==> config.mk <==
export PLATFORM = sky130hd
export DESIGN_NAME = tag_attribute_id_extractor_unit_flat
export DESIGN_NICKNAME = d
export VERILOG_FILES = /design/src/hdl/taie_pkg.sv /design/src/hdl/taie_in_if.sv /design/src/hdl/taie_out_if.sv /design/src/hdl/taie_core.sv /design/src/hdl/tag_attribute_id_extractor_unit.sv /design/src/flat_wrapper.sv
export VERILOG_INCLUDE_DIRS = /design/src /design/src/hdl
export SDC_FILE = /design/constraint.sdc
export NUM_CORES = 1
export LEC_CHECK = 0
export BUFFER_PORTS_ARGS = -buffer_cell sky130_fd_sc_hd__buf_2
export CORE_ASPECT_RATIO = 1.5
export CORE_MARGIN = 2
export CORE_UTILIZATION = 55
export CTS_CLUSTER_SIZE = 8
export DETAILED_ROUTE_END_ITERATION = 16
export GPL_TIMING_DRIVEN = 0
export PLACE_DENSITY = 0.75
export SLEW_MARGIN = 20
export SYNTH_ARGS = -nofsm -noshare
export SYNTH_HDL_FRONTEND = slang
export SYNTH_SLANG_ARGS = --single-unit
export TNS_END_PERCENT = 1
==> constraint.sdc <==
create_clock -name clk -period 3.9 [get_ports clk]
set_clock_uncertainty 0.05 [all_clocks]
set_input_delay 0.78 -clock clk [delete_from_list [all_inputs] [get_ports clk]]
set_output_delay 0.78 -clock clk [all_outputs]
set_load 0.03 [all_outputs]
==> src/hdl/tag_attribute_id_extractor_unit_assert.svh <==
// Assertion macros used by the extractor core RTL.
`ifndef TAG_ATTRIBUTE_ID_EXTRACTOR_UNIT_ASSERT_SVH
`define TAG_ATTRIBUTE_ID_EXTRACTOR_UNIT_ASSERT_SVH

// Same-cycle implication, sampled on clk, off during reset.
`define TAIE_ASSERT_NOW(label, ante, cons) \
  label: assert property (@(posedge clk) disable iff (!rst_n) (ante) |-> (cons)) \
    else $error("taie assertion failed");

// Next-cycle implication, sampled on clk, off during reset.
`define TAIE_ASSERT_NEXT(label, ante, cons) \
  label: assert property (@(posedge clk) disable iff (!rst_n) (ante) |=> (cons)) \
    else $error("taie assertion failed");

`endif

==> src/hdl/taie_pkg.sv <==
`default_nettype none

package taie_pkg;

  typedef enum logic [2:0] {
    MODE_OUTSIDE    = 3'd0,
    MODE_NAME       = 3'd1,
    MODE_SEEK_MIME  = 3'd2,
    MODE_MIME_VALUE = 3'd3,
    MODE_SEEK_POST  = 3'd4,
    MODE_POST_VALUE = 3'd5
  } mode_t;

  typedef struct packed {
    logic [7:0] id_byte;
    logic       id_done;
    logic       animated;
  } result_t;

  localparam logic [3:0] MIME_NAME_LEN = 4'd9;
  localparam logic [3:0] POST_NAME_LEN = 4'd12;
  localparam logic [3:0] GIF_VALUE_LEN = 4'd9;
  localparam logic [3:0] LEN_MAX       = 4'd15;

  localparam logic [7:0] CH_LT    = 8'h3C;
  localparam logic [7:0] CH_GT    = 8'h3E;
  localparam logic [7:0] CH_EQ    = 8'h3D;
  localparam logic [7:0] CH_QUOTE = 8'h27;
  localparam logic [7:0] CH_SPACE = 8'h20;

  // "data-mime"
  function automatic logic [7:0] mime_name_char(input logic [3:0] idx);
    logic [7:0] c;
    case (idx)
      4'd0:    c = 8'h64;
      4'd1:    c = 8'h61;
      4'd2:    c = 8'h74;
      4'd3:    c = 8'h61;
      4'd4:    c = 8'h2D;
      4'd5:    c = 8'h6D;
      4'd6:    c = 8'h69;
      4'd7:    c = 8'h6D;
      4'd8:    c = 8'h65;
      default: c = 8'h00;
    endcase
    return c;
  endfunction

  // "data-post-id"
  function automatic logic [7:0] post_name_char(input logic [3:0] idx);
    logic [7:0] c;
    case (idx)
      4'd0:    c = 8'h64;
      4'd1:    c = 8'h61;
      4'd2:    c = 8'h74;
      4'd3:    c = 8'h61;
      4'd4:    c = 8'h2D;
      4'd5:    c = 8'h70;
      4'd6:    c = 8'h6F;
      4'd7:    c = 8'h73;
      4'd8:    c = 8'h74;
      4'd9:    c = 8'h2D;
      4'd10:   c = 8'h69;
      4'd11:   c = 8'h64;
      default: c = 8'h00;
    endcase
    return c;
  endfunction

  // "image/gif"
  function automatic logic [7:0] gif_value_char(input logic [3:0] idx);
    logic [7:0] c;
    case (idx)
      4'd0:    c = 8'h69;
      4'd1:    c = 8'h6D;
      4'd2:    c = 8'h61;
      4'd3:    c = 8'h67;
      4'd4:    c = 8'h65;
      4'd5:    c = 8'h2F;
      4'd6:    c = 8'h67;
      4'd7:    c = 8'h69;
      4'd8:    c = 8'h66;
      default: c = 8'h00;
    endcase
    return c;
  endfunction

endpackage

`default_nettype wire

==> src/hdl/taie_in_if.sv <==
`default_nettype none

interface taie_in_if;
  logic       valid;
  logic       ready;
  logic [7:0] page_byte;
  logic       page_end;

  modport source (output valid, output page_byte, output page_end, input ready);
  modport sink   (input valid, input page_byte, input page_end, output ready);
endinterface

`default_nettype wire

==> src/hdl/taie_out_if.sv <==
`default_nettype none

interface taie_out_if;
  logic       valid;
  logic       ready;
  logic [7:0] id_byte;
  logic       id_done;
  logic       animated;

  modport source (output valid, output id_byte, output id_done, output animated, input ready);
  modport sink   (input valid, input id_byte, input id_done, input animated, output ready);
endinterface

`default_nettype wire

==> src/hdl/taie_core.sv <==
`default_nettype none

`include "tag_attribute_id_extractor_unit_assert.svh"

module taie_core (
  input  wire logic             clk,
  input  wire logic             rst_n,
  input  wire logic             req_accept,
  input  wire logic [7:0]       req_byte,
  input  wire logic             req_last,
  output taie_pkg::result_t     res,
  output logic                  res_valid
);

  taie_pkg::mode_t mode_r, mode_nxt;
  logic [3:0]      name_len_r, name_len_nxt;
  logic            mime_match_r, mime_match_nxt;
  logic            post_match_r, post_match_nxt;
  logic [3:0]      value_len_r, value_len_nxt;
  logic            gif_match_r, gif_match_nxt;
  logic            anim_r, anim_nxt;

  always_comb begin
    mode_nxt       = mode_r;
    name_len_nxt   = name_len_r;
    mime_match_nxt = mime_match_r;
    post_match_nxt = post_match_r;
    value_len_nxt  = value_len_r;
    gif_match_nxt  = gif_match_r;
    anim_nxt       = anim_r;

    unique case (mode_r)
      taie_pkg::MODE_OUTSIDE: begin
        if (req_byte == taie_pkg::CH_LT) begin
          name_len_nxt   = 4'd0;
          mime_match_nxt = 1'b1;
          post_match_nxt = 1'b1;
          mode_nxt       = taie_pkg::MODE_NAME;
        end
      end
      taie_pkg::MODE_NAME: begin
        if (req_byte == taie_pkg::CH_SPACE) begin
          name_len_nxt   = 4'd0;
          mime_match_nxt = 1'b1;
          post_match_nxt = 1'b1;
        end else if (req_byte == taie_pkg::CH_EQ && mime_match_r &&
                     name_len_r == taie_pkg::MIME_NAME_LEN) begin
          mode_nxt = taie_pkg::MODE_SEEK_MIME;
        end else if (req_byte == taie_pkg::CH_EQ && post_match_r &&
                     name_len_r == taie_pkg::POST_NAME_LEN) begin
          mode_nxt = taie_pkg::MODE_SEEK_POST;
        end else begin
          mime_match_nxt = mime_match_r && (name_len_r < taie_pkg::MIME_NAME_LEN) &&
                           (req_byte == taie_pkg::mime_name_char(name_len_r));
          post_match_nxt = post_match_r && (name_len_r < taie_pkg::POST_NAME_LEN) &&
                           (req_byte == taie_pkg::post_name_char(name_len_r));
          if (name_len_r != taie_pkg::LEN_MAX) begin
            name_len_nxt = name_len_r + 4'd1;
          end
          if (req_byte == taie_pkg::CH_GT) begin
            mode_nxt = taie_pkg::MODE_OUTSIDE;
          end
        end
      end
      taie_pkg::MODE_SEEK_MIME: begin
        if (req_byte == taie_pkg::CH_QUOTE) begin
          value_len_nxt = 4'd0;
          gif_match_nxt = 1'b1;
          mode_nxt      = taie_pkg::MODE_MIME_VALUE;
        end
      end
      taie_pkg::MODE_MIME_VALUE: begin
        if (req_byte == taie_pkg::CH_QUOTE) begin
          anim_nxt       = gif_match_r && (value_len_r == taie_pkg::GIF_VALUE_LEN);
          name_len_nxt   = 4'd0;
          mime_match_nxt = 1'b0;
          post_match_nxt = 1'b0;
          mode_nxt       = taie_pkg::MODE_NAME;
        end else begin
          gif_match_nxt = gif_match_r && (value_len_r < taie_pkg::GIF_VALUE_LEN) &&
                          (req_byte == taie_pkg::gif_value_char(value_len_r));
          if (value_len_r != taie_pkg::LEN_MAX) begin
            value_len_nxt = value_len_r + 4'd1;
          end
        end
      end
      taie_pkg::MODE_SEEK_POST: begin
        if (req_byte == taie_pkg::CH_QUOTE) begin
          mode_nxt = taie_pkg::MODE_POST_VALUE;
        end
      end
      taie_pkg::MODE_POST_VALUE: begin
        if (req_byte == taie_pkg::CH_QUOTE) begin
          name_len_nxt   = 4'd0;
          mime_match_nxt = 1'b1;
          post_match_nxt = 1'b1;
          mode_nxt       = taie_pkg::MODE_OUTSIDE;
        end
      end
      default: begin
        mode_nxt = taie_pkg::MODE_OUTSIDE;
      end
    endcase

    // page end: state returns to reset after the byte's result
    if (req_last) begin
      mode_nxt       = taie_pkg::MODE_OUTSIDE;
      name_len_nxt   = 4'd0;
      mime_match_nxt = 1'b1;
      post_match_nxt = 1'b1;
      value_len_nxt  = 4'd0;
      gif_match_nxt  = 1'b1;
      anim_nxt       = 1'b0;
    end
  end

  always_comb begin
    res_valid    = (mode_r == taie_pkg::MODE_POST_VALUE);
    res.id_byte  = req_byte;
    res.id_done  = 1'b0;
    res.animated = anim_r;
    if (mode_r == taie_pkg::MODE_POST_VALUE && req_byte == taie_pkg::CH_QUOTE) begin
      res.id_byte = 8'h00;
      res.id_done = 1'b1;
    end
  end

  always_ff @(posedge clk) begin
    if (!rst_n) begin
      mode_r       <= taie_pkg::MODE_OUTSIDE;
      name_len_r   <= 4'd0;
      mime_match_r <= 1'b1;
      post_match_r <= 1'b1;
      value_len_r  <= 4'd0;
      gif_match_r  <= 1'b1;
      anim_r       <= 1'b0;
    end else if (req_accept) begin
      mode_r       <= mode_nxt;
      name_len_r   <= name_len_nxt;
      mime_match_r <= mime_match_nxt;
      post_match_r <= post_match_nxt;
      value_len_r  <= value_len_nxt;
      gif_match_r  <= gif_match_nxt;
      anim_r       <= anim_nxt;
    end
  end

  `TAIE_ASSERT_NEXT(a_last_resets, req_accept && req_last,
    mode_r == taie_pkg::MODE_OUTSIDE && name_len_r == 4'd0 && !anim_r)
  `TAIE_ASSERT_NOW(a_result_only_in_value, res_valid,
    mode_r == taie_pkg::MODE_POST_VALUE)
  `TAIE_ASSERT_NEXT(a_close_quote_exits,
    req_accept && mode_r == taie_pkg::MODE_POST_VALUE && req_byte == taie_pkg::CH_QUOTE,
    mode_r == taie_pkg::MODE_OUTSIDE)
  `TAIE_ASSERT_NEXT(a_flag_held,
    !(req_accept && (req_last || mode_r == taie_pkg::MODE_MIME_VALUE)),
    $stable(anim_r))

endmodule

`default_nettype wire

==> src/hdl/tag_attribute_id_extractor_unit.sv <==
// Pulls post identifiers out of page markup, one byte per request on in_chan. A new
// byte can be taken in every cycle while in_chan.ready is high; its result, if any,
// appears in the out_chan register the cycle after. in_chan.ready is high whenever
// that result register is empty or is being drained in the same cycle, so the only
// stall comes from out_chan.ready. Each byte of a post-id attribute value yields
// one request with id_done low; the closing quote yields one with id_done high and
// id_byte zero. A request with page_end high returns all parser state, including
// the animated flag, to its reset values.
`default_nettype none

module tag_attribute_id_extractor_unit (
  input  wire logic  clk,
  input  wire logic  rst_n,
  taie_in_if.sink    in_chan,
  taie_out_if.source out_chan
);

  logic              in_accept;
  logic              core_valid;
  taie_pkg::result_t core_res;
  logic              out_valid_r;
  taie_pkg::result_t out_res_r;

  assign in_chan.ready = !out_valid_r || out_chan.ready;
  assign in_accept     = in_chan.valid && in_chan.ready;

  taie_core u_core (
    .clk        (clk),
    .rst_n      (rst_n),
    .req_accept (in_accept),
    .req_byte   (in_chan.page_byte),
    .req_last   (in_chan.page_end),
    .res        (core_res),
    .res_valid  (core_valid)
  );

  always_ff @(posedge clk) begin
    if (!rst_n) begin
      out_valid_r <= 1'b0;
    end else if (in_accept) begin
      out_valid_r <= core_valid;
    end else if (out_chan.ready) begin
      out_valid_r <= 1'b0;
    end
  end

  always_ff @(posedge clk) begin
    if (in_accept && core_valid) begin
      out_res_r <= core_res;
    end
  end

  assign out_chan.valid    = out_valid_r;
  assign out_chan.id_byte  = out_res_r.id_byte;
  assign out_chan.id_done  = out_res_r.id_done;
  assign out_chan.animated = out_res_r.animated;

endmodule

`default_nettype wire

==> src/flat_wrapper.sv <==
// flat-port wrapper written by rule: the top's interface ports become plain ports
module tag_attribute_id_extractor_unit_flat 
  (clk, rst_n, in_chan_valid, in_chan_page_byte, in_chan_page_end, in_chan_ready, out_chan_valid, out_chan_id_byte, out_chan_id_done, out_chan_animated, out_chan_ready);
  taie_in_if in_chan_i ();
  taie_out_if out_chan_i ();
  input  wire logic clk;
  input  wire logic rst_n;
  input wire logic [$bits(in_chan_i.valid)-1:0] in_chan_valid;
  input wire logic [$bits(in_chan_i.page_byte)-1:0] in_chan_page_byte;
  input wire logic [$bits(in_chan_i.page_end)-1:0] in_chan_page_end;
  output wire logic [$bits(in_chan_i.ready)-1:0] in_chan_ready;
  output wire logic [$bits(out_chan_i.valid)-1:0] out_chan_valid;
  output wire logic [$bits(out_chan_i.id_byte)-1:0] out_chan_id_byte;
  output wire logic [$bits(out_chan_i.id_done)-1:0] out_chan_id_done;
  output wire logic [$bits(out_chan_i.animated)-1:0] out_chan_animated;
  input wire logic [$bits(out_chan_i.ready)-1:0] out_chan_ready;
  assign in_chan_i.valid = in_chan_valid;
  assign in_chan_i.page_byte = in_chan_page_byte;
  assign in_chan_i.page_end = in_chan_page_end;
  assign in_chan_ready = in_chan_i.ready;
  assign out_chan_valid = out_chan_i.valid;
  assign out_chan_id_byte = out_chan_i.id_byte;
  assign out_chan_id_done = out_chan_i.id_done;
  assign out_chan_animated = out_chan_i.animated;
  assign out_chan_i.ready = out_chan_ready;
  tag_attribute_id_extractor_unit u_core (.clk(clk), .rst_n(rst_n), .in_chan(in_chan_i), .out_chan(out_chan_i));
endmodule
==> flow_summary_export.csv, run 1 <==
group,metric,value,unit
run_status,status,"completed",
critical_path,crit_required,4080,ps
power,vdd_ir_drop_max,196.8,uV
critical_path,reg2reg_from,"u_core.u_core.name_len_r[0]",
final_layout,final_nets,348,
clock_network,clk_pin_slew_worst_paths,80,ps
logic_synthesis,yosysMostFrequentCell,"dfxtp_1",
logic_synthesis,ys_top_cells_by_count,"dfxtp_1, nand2_1, inv_1",
critical_path,startpoint_type,"input pin",
logic_synthesis,yosys.area.top_type,"dfxtp_1",
final_layout,postLayoutCoreUtil,62.21,%
critical_path,arrival,3440,ps
clock_network,cts-buffers-inserted,5,
detailed_routing,drc_errors,0,
logic_synthesis,synth_top_area_share,25.90,%
clock_network,h-tree-depth,2,
place,dp_hpwl,4303,um
floorplanning,std_cell_rows,31,
min_path,worstHoldEndpoint,"u_core.out_chan.animated",
power,power_density,291.9,mW/mm^2
clock_network,cts_tree,"done",
floorplanning,start_util,56.70,%
logic_synthesis,ys_seq_elements,45,
clock_network,holdBufCountCts,0,
logic_synthesis,yosys_warnings,0,
critical_path,reg2reg_depth,11,
detailed_routing,drt_first_iter_violations,177,
grt,grt_start_max_net_pins,16,
logic_synthesis,yosys.cell_types.count,58,
final_layout,design_area,0.002968,sq mm
timing,max_freq,0.3070,GHz
timing,rsz0062_at_grt,"no",
critical_path,crit_path_end_kind,"flop",
timing,tns,0,ps
logic_synthesis,syn_inst,296,
logic_synthesis,synth_fp_nets,325,
critical_path,crit_fanout,7,
logic_synthesis,synth_edf_count,10,
final_layout,area_growth,9.713,%
timing,post-route-period-util,83.51,%
grt,antenna_found_initial,0,
logic_synthesis,synth_flop_cell,"dfxtp_1",
clock_network,cts_resized,0,
place,placed_area,0.002868,sq mm
detailed_routing,via_count,2196,
logic_synthesis,ys_seq_area_share,37.00,%
grt,grt_pass1_wl,9542,um
timing,timing.final.crit_period,3257,ps
logic_synthesis,postSynthAreaPerCell,9.139,sq um
grt,grt_overflow,0,
grt,grt_usage,22.44,%
logic_synthesis,async_flop_share,0,%
clock_network,clock-sinks,45,
min_path,min_from,"u_core.u_core.anim_r",
place,gp_congestion,0.9397,
clock_network,clk_path_buf_depth,2,
critical_path,crit_type,"input pin to flop",
timing,hold_slack,388.4,ps
place,portBuffers,16,
floorplanning,core_area,0.004771,sq mm
detailed_routing,wl,5867,um
final_layout,drive_gt1_share,15.94,%
detailed_routing,vias_per_cell,5.689,
clock_network,post_cts_buffers,0,
timing,slew_headroom,44.39,%
floorplanning,die_width,61.26,um
detailed_routing,ant_nets,0,
grt,grt_pass1_vias,2115,
power,leakagePower,1.210,nW
run,drv_cap,0,
clock_network,clk_latency,300,ps
floorplanning,ioPinCount,25,
critical_path,rrSetupSlack,720,ps
logic_synthesis,syn-cell-area,0.002705,sq mm
floorplanning,die_area,0.005507,sq mm
timing,drv_slew,0,
timing,tightest_slew,821.1,ps
power,total_power,0.0008664,W
floorplanning,die_y,89.89,um
final_layout,diodes,0,
timing,setup_viol,0,
logic_synthesis,synth_area_leaders,"dfxtp_1, edfxtp_1, ha_1, nand2_1, xnor2_1",
detailed_routing,drt-wirelength-per-cell,15.20,um
min_path,hp-class,"flop to flop",
min_path,min_path_cells,0,
clock_network,cts_root_buf,"clkbuf_8",
timing,finalHoldViolations,0,
detailed_routing,drtPass1Iterations,5,
cell usage in the layout (no fill, tap or decap), drive strengths merged, types with 2 or more instances in the layout:
master,Yosys,layout
nor2b,7,7
nor3b,3,3
nor3,5,5
ha,16,16
nand2b,4,4
nand4,8,8
nand3,5,5
mux2,2,2
a21oi,10,10
xnor2,13,13
mux2i,7,7
a211o,3,3
o31ai,2,2
and2,3,3
and3,7,7
o221a,2,2
nand2,32,32
nor4,4,4
a32o,2,2
nor4b,3,3
nor2,10,10
dfxtp,35,35
inv,23,24
or4b,2,2
a31oi,7,7
nand4b,4,4
or3,4,4
o21ai,17,17
buf,11,27
edfxtp,10,10
clkbuf,10,16
xor2,10,10
how the worst max path moves through the flow:
stage / slack [ps] / from / cells past startpoint / to
2_1_floorplan: 700 / in_chan_page_byte[6] / 10 / flop
3_3_place_gp: 400 / in_chan_page_byte[7] / 10 / flop
3_5_place_dp: 370 / in_chan_page_byte[7] / 10 / flop
4_1_cts: 680 / in_chan_page_byte[7] / 10 / flop
5_1_grt: 520 / in_chan_page_byte[1] / 11 / flop
6_report: 640 / in_chan_page_byte[7] / 10 / flop
cells by family after synthesis:
logic type,share of synthesized area (%)
flip-flops,37.00
adder cells (fa/ha/maj),7.400
buffers and inverters,7.076
AO/OA/AOI/OAI,15.50
multiplexers,3.423
XOR/XNOR,7.447
AND/OR/NAND/NOR,22.16
metal layers:
layer	vias up	global-route usage [%]	routed length (um)
met1	1047	25.69	2448
met3	13	4.173	187
met5	-	0	0
li1	1080	-	-
met4	0	8.696	135
met2	56	39.10	3095
layout make-up:
cell class / instances / area [sq um]
plain buffers: 21 / 105.1
well taps: 66 / 82.58
multi-input cells: 207 / 1513
inverters: 23 / 86.33
clock buffers: 6 / 82.58
repair buffers: 16 / 80.08
fillers: 408 / 1803
clock inverters: 2 / 17.52
flip-flops and latches: 45 / 1001
stage by stage:
step | instances | worst slack [ps]
6_report | 386 | 642.9
5_1_grt | 386 | 523.8
4_1_cts | 386 | 680.6
3_5_place_dp | 378 | 372.2
3_3_place_gp | 378 | 402.4
2_1_floorplan | 296 | 704.3
worst max-delay path, stage by stage:
cell and delay (ps):
buf_2 150, nand4b_2 260, or4_4 460, a31oi_4 310, and3_1 310, a22o_1 170, nand2_1 160, ha_1 360
or3_1 380, o21ai_1 90
report_power, final:
| group | total, W | switching (W) | internal [W] |
|---|---|---|---|
| Sequential | 0.000477 | 0.000000949 | 0.000476 |
| Clock | 0.000315 | 0.000168 | 0.000147 |
| Combinational | 0.0000744 | 0.0000468 | 0.0000276 |
| Total | 0.000866 | 0.000215 | 0.000651 |
Power figures use the tool's default switching activity.
==> run 2, diff against run 1 <==
ABC_AREA = 1   (was default)
CORE_UTILIZATION = 54   (was 55)
PLACE_DENSITY = 0.76   (was 0.75)
clock period = 2.62 ns   (was 3.9 ns; I/O delays follow)
==> run 2 against run 1 <==
Compared with the run above:
- hold slack gained 16 ps
- design area is 8.6% higher
- combinational power increased to 5.3 times the previous value
- clock-buffer cell count did not move
- first-iteration DRC count rose by 1.7%
- register-to-register slack worse by 530 ps
- global-route usage is 0.14 points lower
- synthesized cell count grew 31%
- final cell count is 25% higher
- area after synthesis grew 8.0%
- sequential power increased by 69%
- setup slack worse by 450 ps
- highest routed layer unchanged
==> flow_summary_export.csv, run 2 <==
group,metric,value,unit
run_status,status,"completed",
clock_network,clk_latency,300,ps
power,total_power,0.001725,W
detailed_routing,ant_nets,0,
place,dp_slack,-119.2,ps
logic_synthesis,synthAdderAreaFrac,6.849,%
critical_path,startpoint_type,"input pin",
logic_synthesis,yosys_warnings,0,
timing,rsz0062_at_grt,"no",
power,vdd_ir_drop_max,243.1,uV
detailed_routing,vias_per_cell,5.169,
detailed_routing,via_count,2502,
logic_synthesis,ys_seq_area_share,34.25,%
run,drv_cap,0,
timing,max_freq,0.4117,GHz
clock_network,cts_root_buf,"clkbuf_8",
logic_synthesis,async_flop_share,0,%
place,dp.cells,476,
critical_path,reg2reg_depth,13,
floorplanning,die_area,0.006029,sq mm
min_path,hp-class,"flop to flop",
min_path,worstHoldEndpoint,"u_core.out_chan.animated",
critical_path,reg2reg_from,"u_core.u_core.mode_r[1]",
grt,grt_start_max_net_pins,15,
floorplanning,start_util,56.59,%
clock_network,clk_path_buf_depth,2,
logic_synthesis,synth_xor_xnor_area_share,3.596,%
clock_network,clk_pin_slew_worst_paths,80,ps
final_layout,layout_common_cells,"nand2_1, inv_1, nor2_1",
clock_network,clock-sinks,45,
detailed_routing,drt_first_iter_violations,180,
timing,finalHoldViolations,0,
detailed_routing,wl,6174,um
logic_synthesis,syn-cell-area,0.002923,sq mm
grt,grt_pass1_wl,10500,um
timing,setup_viol,0,
logic_synthesis,ys_seq_elements,45,
timing,drv_slew,0,
logic_synthesis,synth_mux_area_share,0,%
power,leakagePower,1.604,nW
power,power_density,535.1,mW/mm^2
clock_network,cts_resized,0,
final_layout,area_growth,10.32,%
detailed_routing,drc_errors,0,
logic_synthesis,yosysMostFrequentCell,"nand2_1",
logic_synthesis,synth_fp_nets,416,
place,gp_congestion,0.8925,
grt,grt_overflow,0,
grt,grt_usage,22.31,%
detailed_routing,drt-wirelength-per-cell,12.76,um
critical_path,crit_path_end_kind,"flop",
logic_synthesis,yosys.cell_types.count,43,
grt,antenna_found_initial,0,
logic_synthesis,syn_inst,387,
place,dp_hpwl,4878,um
logic_synthesis,yosys.area.top_type,"dfxtp_1",
logic_synthesis,ys_top_cells_by_count,"nand2_1, inv_1, nor2_1",
place,portBuffers,21,
floorplanning,core_area,0.005165,sq mm
min_path,min_from,"u_core.u_core.anim_r",
clock_network,holdBufCountCts,0,
logic_synthesis,synth_top_family_by_area,"simple AND/OR/NAND/NOR gates",
final_layout,final_nets,444,
clock_network,h-tree-depth,2,
logic_synthesis,synth_compound_area_share,7.791,%
min_path,min_path_cells,0,
timing,tightest_slew,816.5,ps
grt,grt_pass1_vias,2376,
final_layout,diodes,0,
clock_network,post_cts_buffers,0,
logic_synthesis,synth_flop_cell,"dfxtp_1",
logic_synthesis,synth_area_leaders,"dfxtp_1, edfxtp_1, nand2_1, ha_1, inv_1",
timing,slew_headroom,45.36,%
critical_path,rrSetupSlack,190,ps
final_layout,final_common_cell,"nand2_1",
final_layout,drive_gt1_share,22.36,%
clock_network,cts-buffers-inserted,5,
critical_path,arrival,2580,ps
detailed_routing,drtPass1Iterations,5,
floorplanning,ioPinCount,25,
critical_path,crit_type,"input pin to flop",
timing,setup_ws,191.2,ps
logic_synthesis,postSynthAreaPerCell,7.552,sq um
timing,post-route-period-util,92.70,%
floorplanning,die_y,94.11,um
critical_path,crit_fanout,6,
timing,timing.final.crit_period,2429,ps
final_layout,stdcell_count,484,
floorplanning,die_width,64.07,um
floorplanning,std_cell_rows,32,
critical_path,crit_required,2770,ps
logic_synthesis,synth_edf_count,10,
clock_network,cts_tree,"done",
logic_synthesis,yosys.area_share.simple,38.31,%
logic_synthesis,synth_top_area_share,23.97,%
## run 2: layer usage
metal / global-route usage (%) / wire length, um / share of wire [%] / up-vias
met1: 23.76 / 2464 / 40 / 1137
met4: 12.68 / 228 / 3.7 / 0
met2: 40.63 / 3237 / 52 / 67
li1: - / - / - / 1279
met5: 0 / 0 / 0 / -
met3: 3.837 / 244 / 4.0 / 19
## run 2: power breakdown
| part | switching, W | internal [W] | total [W] | leakage (nW) |
|---|---|---|---|---|
| Combinational | 0.000254 | 0.000140 | 0.000394 | 1.17 |
| Clock | 0.000238 | 0.000286 | 0.000525 | 0.0554 |
| Sequential | 0.0000403 | 0.000766 | 0.000807 | 0.378 |
| Total | 0.000533 | 0.00119 | 0.00173 | 1.60 |
## run 2: final cells by class
cell class / instances / area (sq um)
Fill cell: 467 / 1941
Multi-Input combinational cell: 273 / 1653
Sequential cell: 45 / 1001
Inverter: 60 / 225.2
Timing Repair Buffer: 21 / 105.1
Tap cell: 68 / 85.08
Clock buffer: 6 / 72.57
Buffer: 9 / 43.79
Clock inverter: 2 / 38.79
## run 2: metrics by stage
stage	TNS, ps	util [%]	instance area, sq um	hold slack [ps]
floorplan	0	-	2923	358.2
global placement	-88.28	60.27	3113	365.8
detailed placement	-188.6	60.27	3113	392.0
CTS	0	62.43	3224	412.4
global route	0	62.43	3224	420.8
finish	0	62.43	3224	404.1
## run 2: cells by family (layout without fill, tap and decap cells)
logic type / Yosys count / in the layout
XOR/XNOR: 12 / 12
AO/OA/AOI/OAI: 37 / 37
AND/OR/NAND/NOR: 208 / 208
flip-flops: 45 / 45
adder cells (fa/ha/maj): 16 / 16
buffers and inverters: 69 / 98
## run 2: worst max-delay path by stage
stage	startpoint	endpoint	slack (ps)	cells past startpoint
after floorplan	in_chan_page_byte[5]	flop	240	14
after global placement	in_chan_page_byte[6]	flop	-90	15
after detailed placement	in_chan_page_byte[4]	flop	-120	15
after CTS	u_core.u_core.mode_r[1]	flop	190	13
after global routing	u_core.u_core.mode_r[1]	flop	3	13
final	in_chan_page_byte[6]	flop	190	15
## run 2: worst max-delay path, stage by stage
cell      delay [ps]
buf_2            160
nor2_1           110
nand3_1          170
nor2_8           210
nor2_2            80
a21oi_4          220
nand2_4          110
nand2_1           70
nand2_1           70
nor2_2           170
inv_1             80
ha_1             260
nand3b_1         150
nand3_1          110
nand2_1           60
==> run 3, diff against run 2 <==
PLACE_DENSITY = default   (was 0.76)
PLACE_DENSITY_LB_ADDON = 0.15   (was default)
==> run 3 against run 2 <==
Compared with the run above:
- sequential power hardly changed
- first-iteration DRC count fell by 28%
- clock power down 18%
- total power shrank 4.8%
- combinational power is 2% higher
- setup slack got worse by 0.80 ps
- hold slack worse by 4.7 ps
- clock-buffer cell count shrank 1
- critical path type unchanged
==> flow_summary_export.csv, run 3 (same netlist as run 2, synthesis figures left out) <==
group,metric,value,unit
run_status,status,"completed",
power,power_density,507.5,mW/mm^2
critical_path,startpoint_type,"input pin",
final_layout,final_common_cell,"nand2_1",
floorplanning,ioPinCount,25,
grt,grt_overflow,0,
floorplanning,die_area,0.006029,sq mm
grt,grt_start_max_net_pins,16,
clock_network,clk_latency,300,ps
floorplanning,core_area,0.005165,sq mm
timing,post-route-period-util,92.73,%
timing,max_freq,0.4116,GHz
final_layout,area_growth,10.70,%
floorplanning,die_y,94.11,um
timing,tns,0,ps
detailed_routing,ant_nets,0,
place,dp_hpwl,4829,um
clock_network,clk_path_buf_depth,2,
place,gp_congestion,0.8504,
critical_path,crit_required,2770,ps
clock_network,cts_root_buf,"clkbuf_8",
timing,drv_slew,0,
grt,antenna_found_initial,0,
detailed_routing,drt-wirelength-per-cell,12.52,um
place,portBuffers,21,
min_path,min_path_cells,0,
timing,setup_ws,190.4,ps
grt,grt_pass1_wl,10530,um
power,leakagePower,1.603,nW
critical_path,crit_path_end_kind,"flop",
power,clkPwrFrac,26.4,%
detailed_routing,drt_first_iter_violations,130,
power,p_switching,0.0005418,W
timing,rsz0062_at_grt,"no",
timing,slew_headroom,42.77,%
grt,grt_usage,22.19,%
power,pwr-share-seq,49.0,%
power,power_frac_comb,24.6,%
final_layout,diodes,0,
run,drv_cap,0,
final_layout,drive_gt1_share,23.44,%
detailed_routing,wl,6083,um
clock_network,cts-buffers-inserted,5,
critical_path,crit_fanout,6,
power,intPower,0.001100,W
clock_network,cts_tree,"done",
place,dp_slack,-148.5,ps
final_layout,final_nets,446,
power,vdd_ir_drop_max,362.4,uV
timing,tightest_slew,855.3,ps
critical_path,reg2reg_depth,13,
timing,timing.final.crit_period,2430,ps
timing,finalHoldViolations,0,
detailed_routing,drtPass1Iterations,4,
critical_path,arrival,2580,ps
clock_network,h-tree-depth,2,
power,switching_share,32.99,%
detailed_routing,drc_errors,0,
floorplanning,die_width,64.07,um
clock_network,clk_pin_slew_worst_paths,90,ps
final_layout,fill_cells,482,
critical_path,crit_type,"input pin to flop",
detailed_routing,vias_per_cell,5.060,
final_layout,layout_common_cells,"nand2_1, inv_1, nor2_1",
floorplanning,std_cell_rows,32,
grt,grt_pass1_vias,2349,
clock_network,clock-sinks,45,
floorplanning,start_util,56.59,%
detailed_routing,via_count,2459,
min_path,hp-class,"flop to flop",
timing,setup_viol,0,
final_layout,postLayoutCoreUtil,62.65,%
==> run 3: final timing paths <==
kind	from	end	slack, ps
setup / recovery	in_chan_page_byte[6]	flop	190
hold reg to reg	u_core.u_core.anim_r	u_core.out_chan.animated	400
hold / removal	u_core.u_core.anim_r	u_core.out_chan.animated	400
setup reg to reg	u_core.u_core.mode_r[1]	flop	200
==> run 3: per-stage QoR <==
| stage | instance area [sq um] | hold slack (ps) | instances | total power, W |
|---|---|---|---|---|
| 2_1_floorplan | 2923 | 358.2 | 387 | 0.001126 |
| 3_3_place_gp | 3113 | 364.5 | 476 | 0.001203 |
| 3_5_place_dp | 3113 | 384.1 | 476 | 0.001215 |
| 4_1_cts | 3203 | 406.4 | 484 | 0.001645 |
| 5_1_grt | 3236 | 417.3 | 486 | 0.001750 |
| 6_report | 3236 | 399.5 | 486 | 0.001642 |
==> run 3: final cells by class <==
type | instances | area, sq um | share of cell area (%)
clock inverters | 3 | 21.27 | 0.6574
plain buffers | 9 | 43.79 | 1.353
well taps | 68 | 85.08 | 2.630
multi-input cells | 273 | 1670 | 51.62
repair buffers | 23 | 120.1 | 3.712
clock buffers | 5 | 68.82 | 2.127
inverters | 60 | 225.2 | 6.961
flip-flops and latches | 45 | 1001 | 30.94
==> run 3: worst max-delay path, stage by stage <==
cell	delay [ps]
buf_2	160
nor2_1	110
nand3_1	160
nor2_8	210
nor2_2	90
a21oi_4	230
nand2_4	110
nand2_1	70
nand2_1	100
nor2_4	140
inv_1	70
ha_1	270
nand3b_1	160
nand3_1	110
nand2_1	50
==> run 3: power groups by stage <==
stage                     Combinational [W]  Sequential [W]  Clock (W)
after floorplan                    0.000315        0.000811          0
after global placement             0.000382        0.000820          0
after detailed placement           0.000393        0.000822          0
after CTS                          0.000395        0.000806   0.000444
after global routing               0.000458        0.000813   0.000478
final                              0.000403        0.000805   0.000433
==> run 3: repair_timing <==
item	4_1_cts	5_1_grt
hold buffers	0	0
setup buffers	0	2
resized for setup	0	4
endpoints found under the setup margin	0	6
==> run 3: metal layers <==
| metal | vias to the layer above | global-route usage [%] | routed length [um] |
|---|---|---|---|
| met5 | - | 0 | 0 |
| met4 | 0 | 9.783 | 167 |
| met3 | 14 | 3.237 | 208 |
| met2 | 49 | 39.15 | 3078 |
| met1 | 1111 | 26.28 | 2628 |
| li1 | 1285 | - | - |
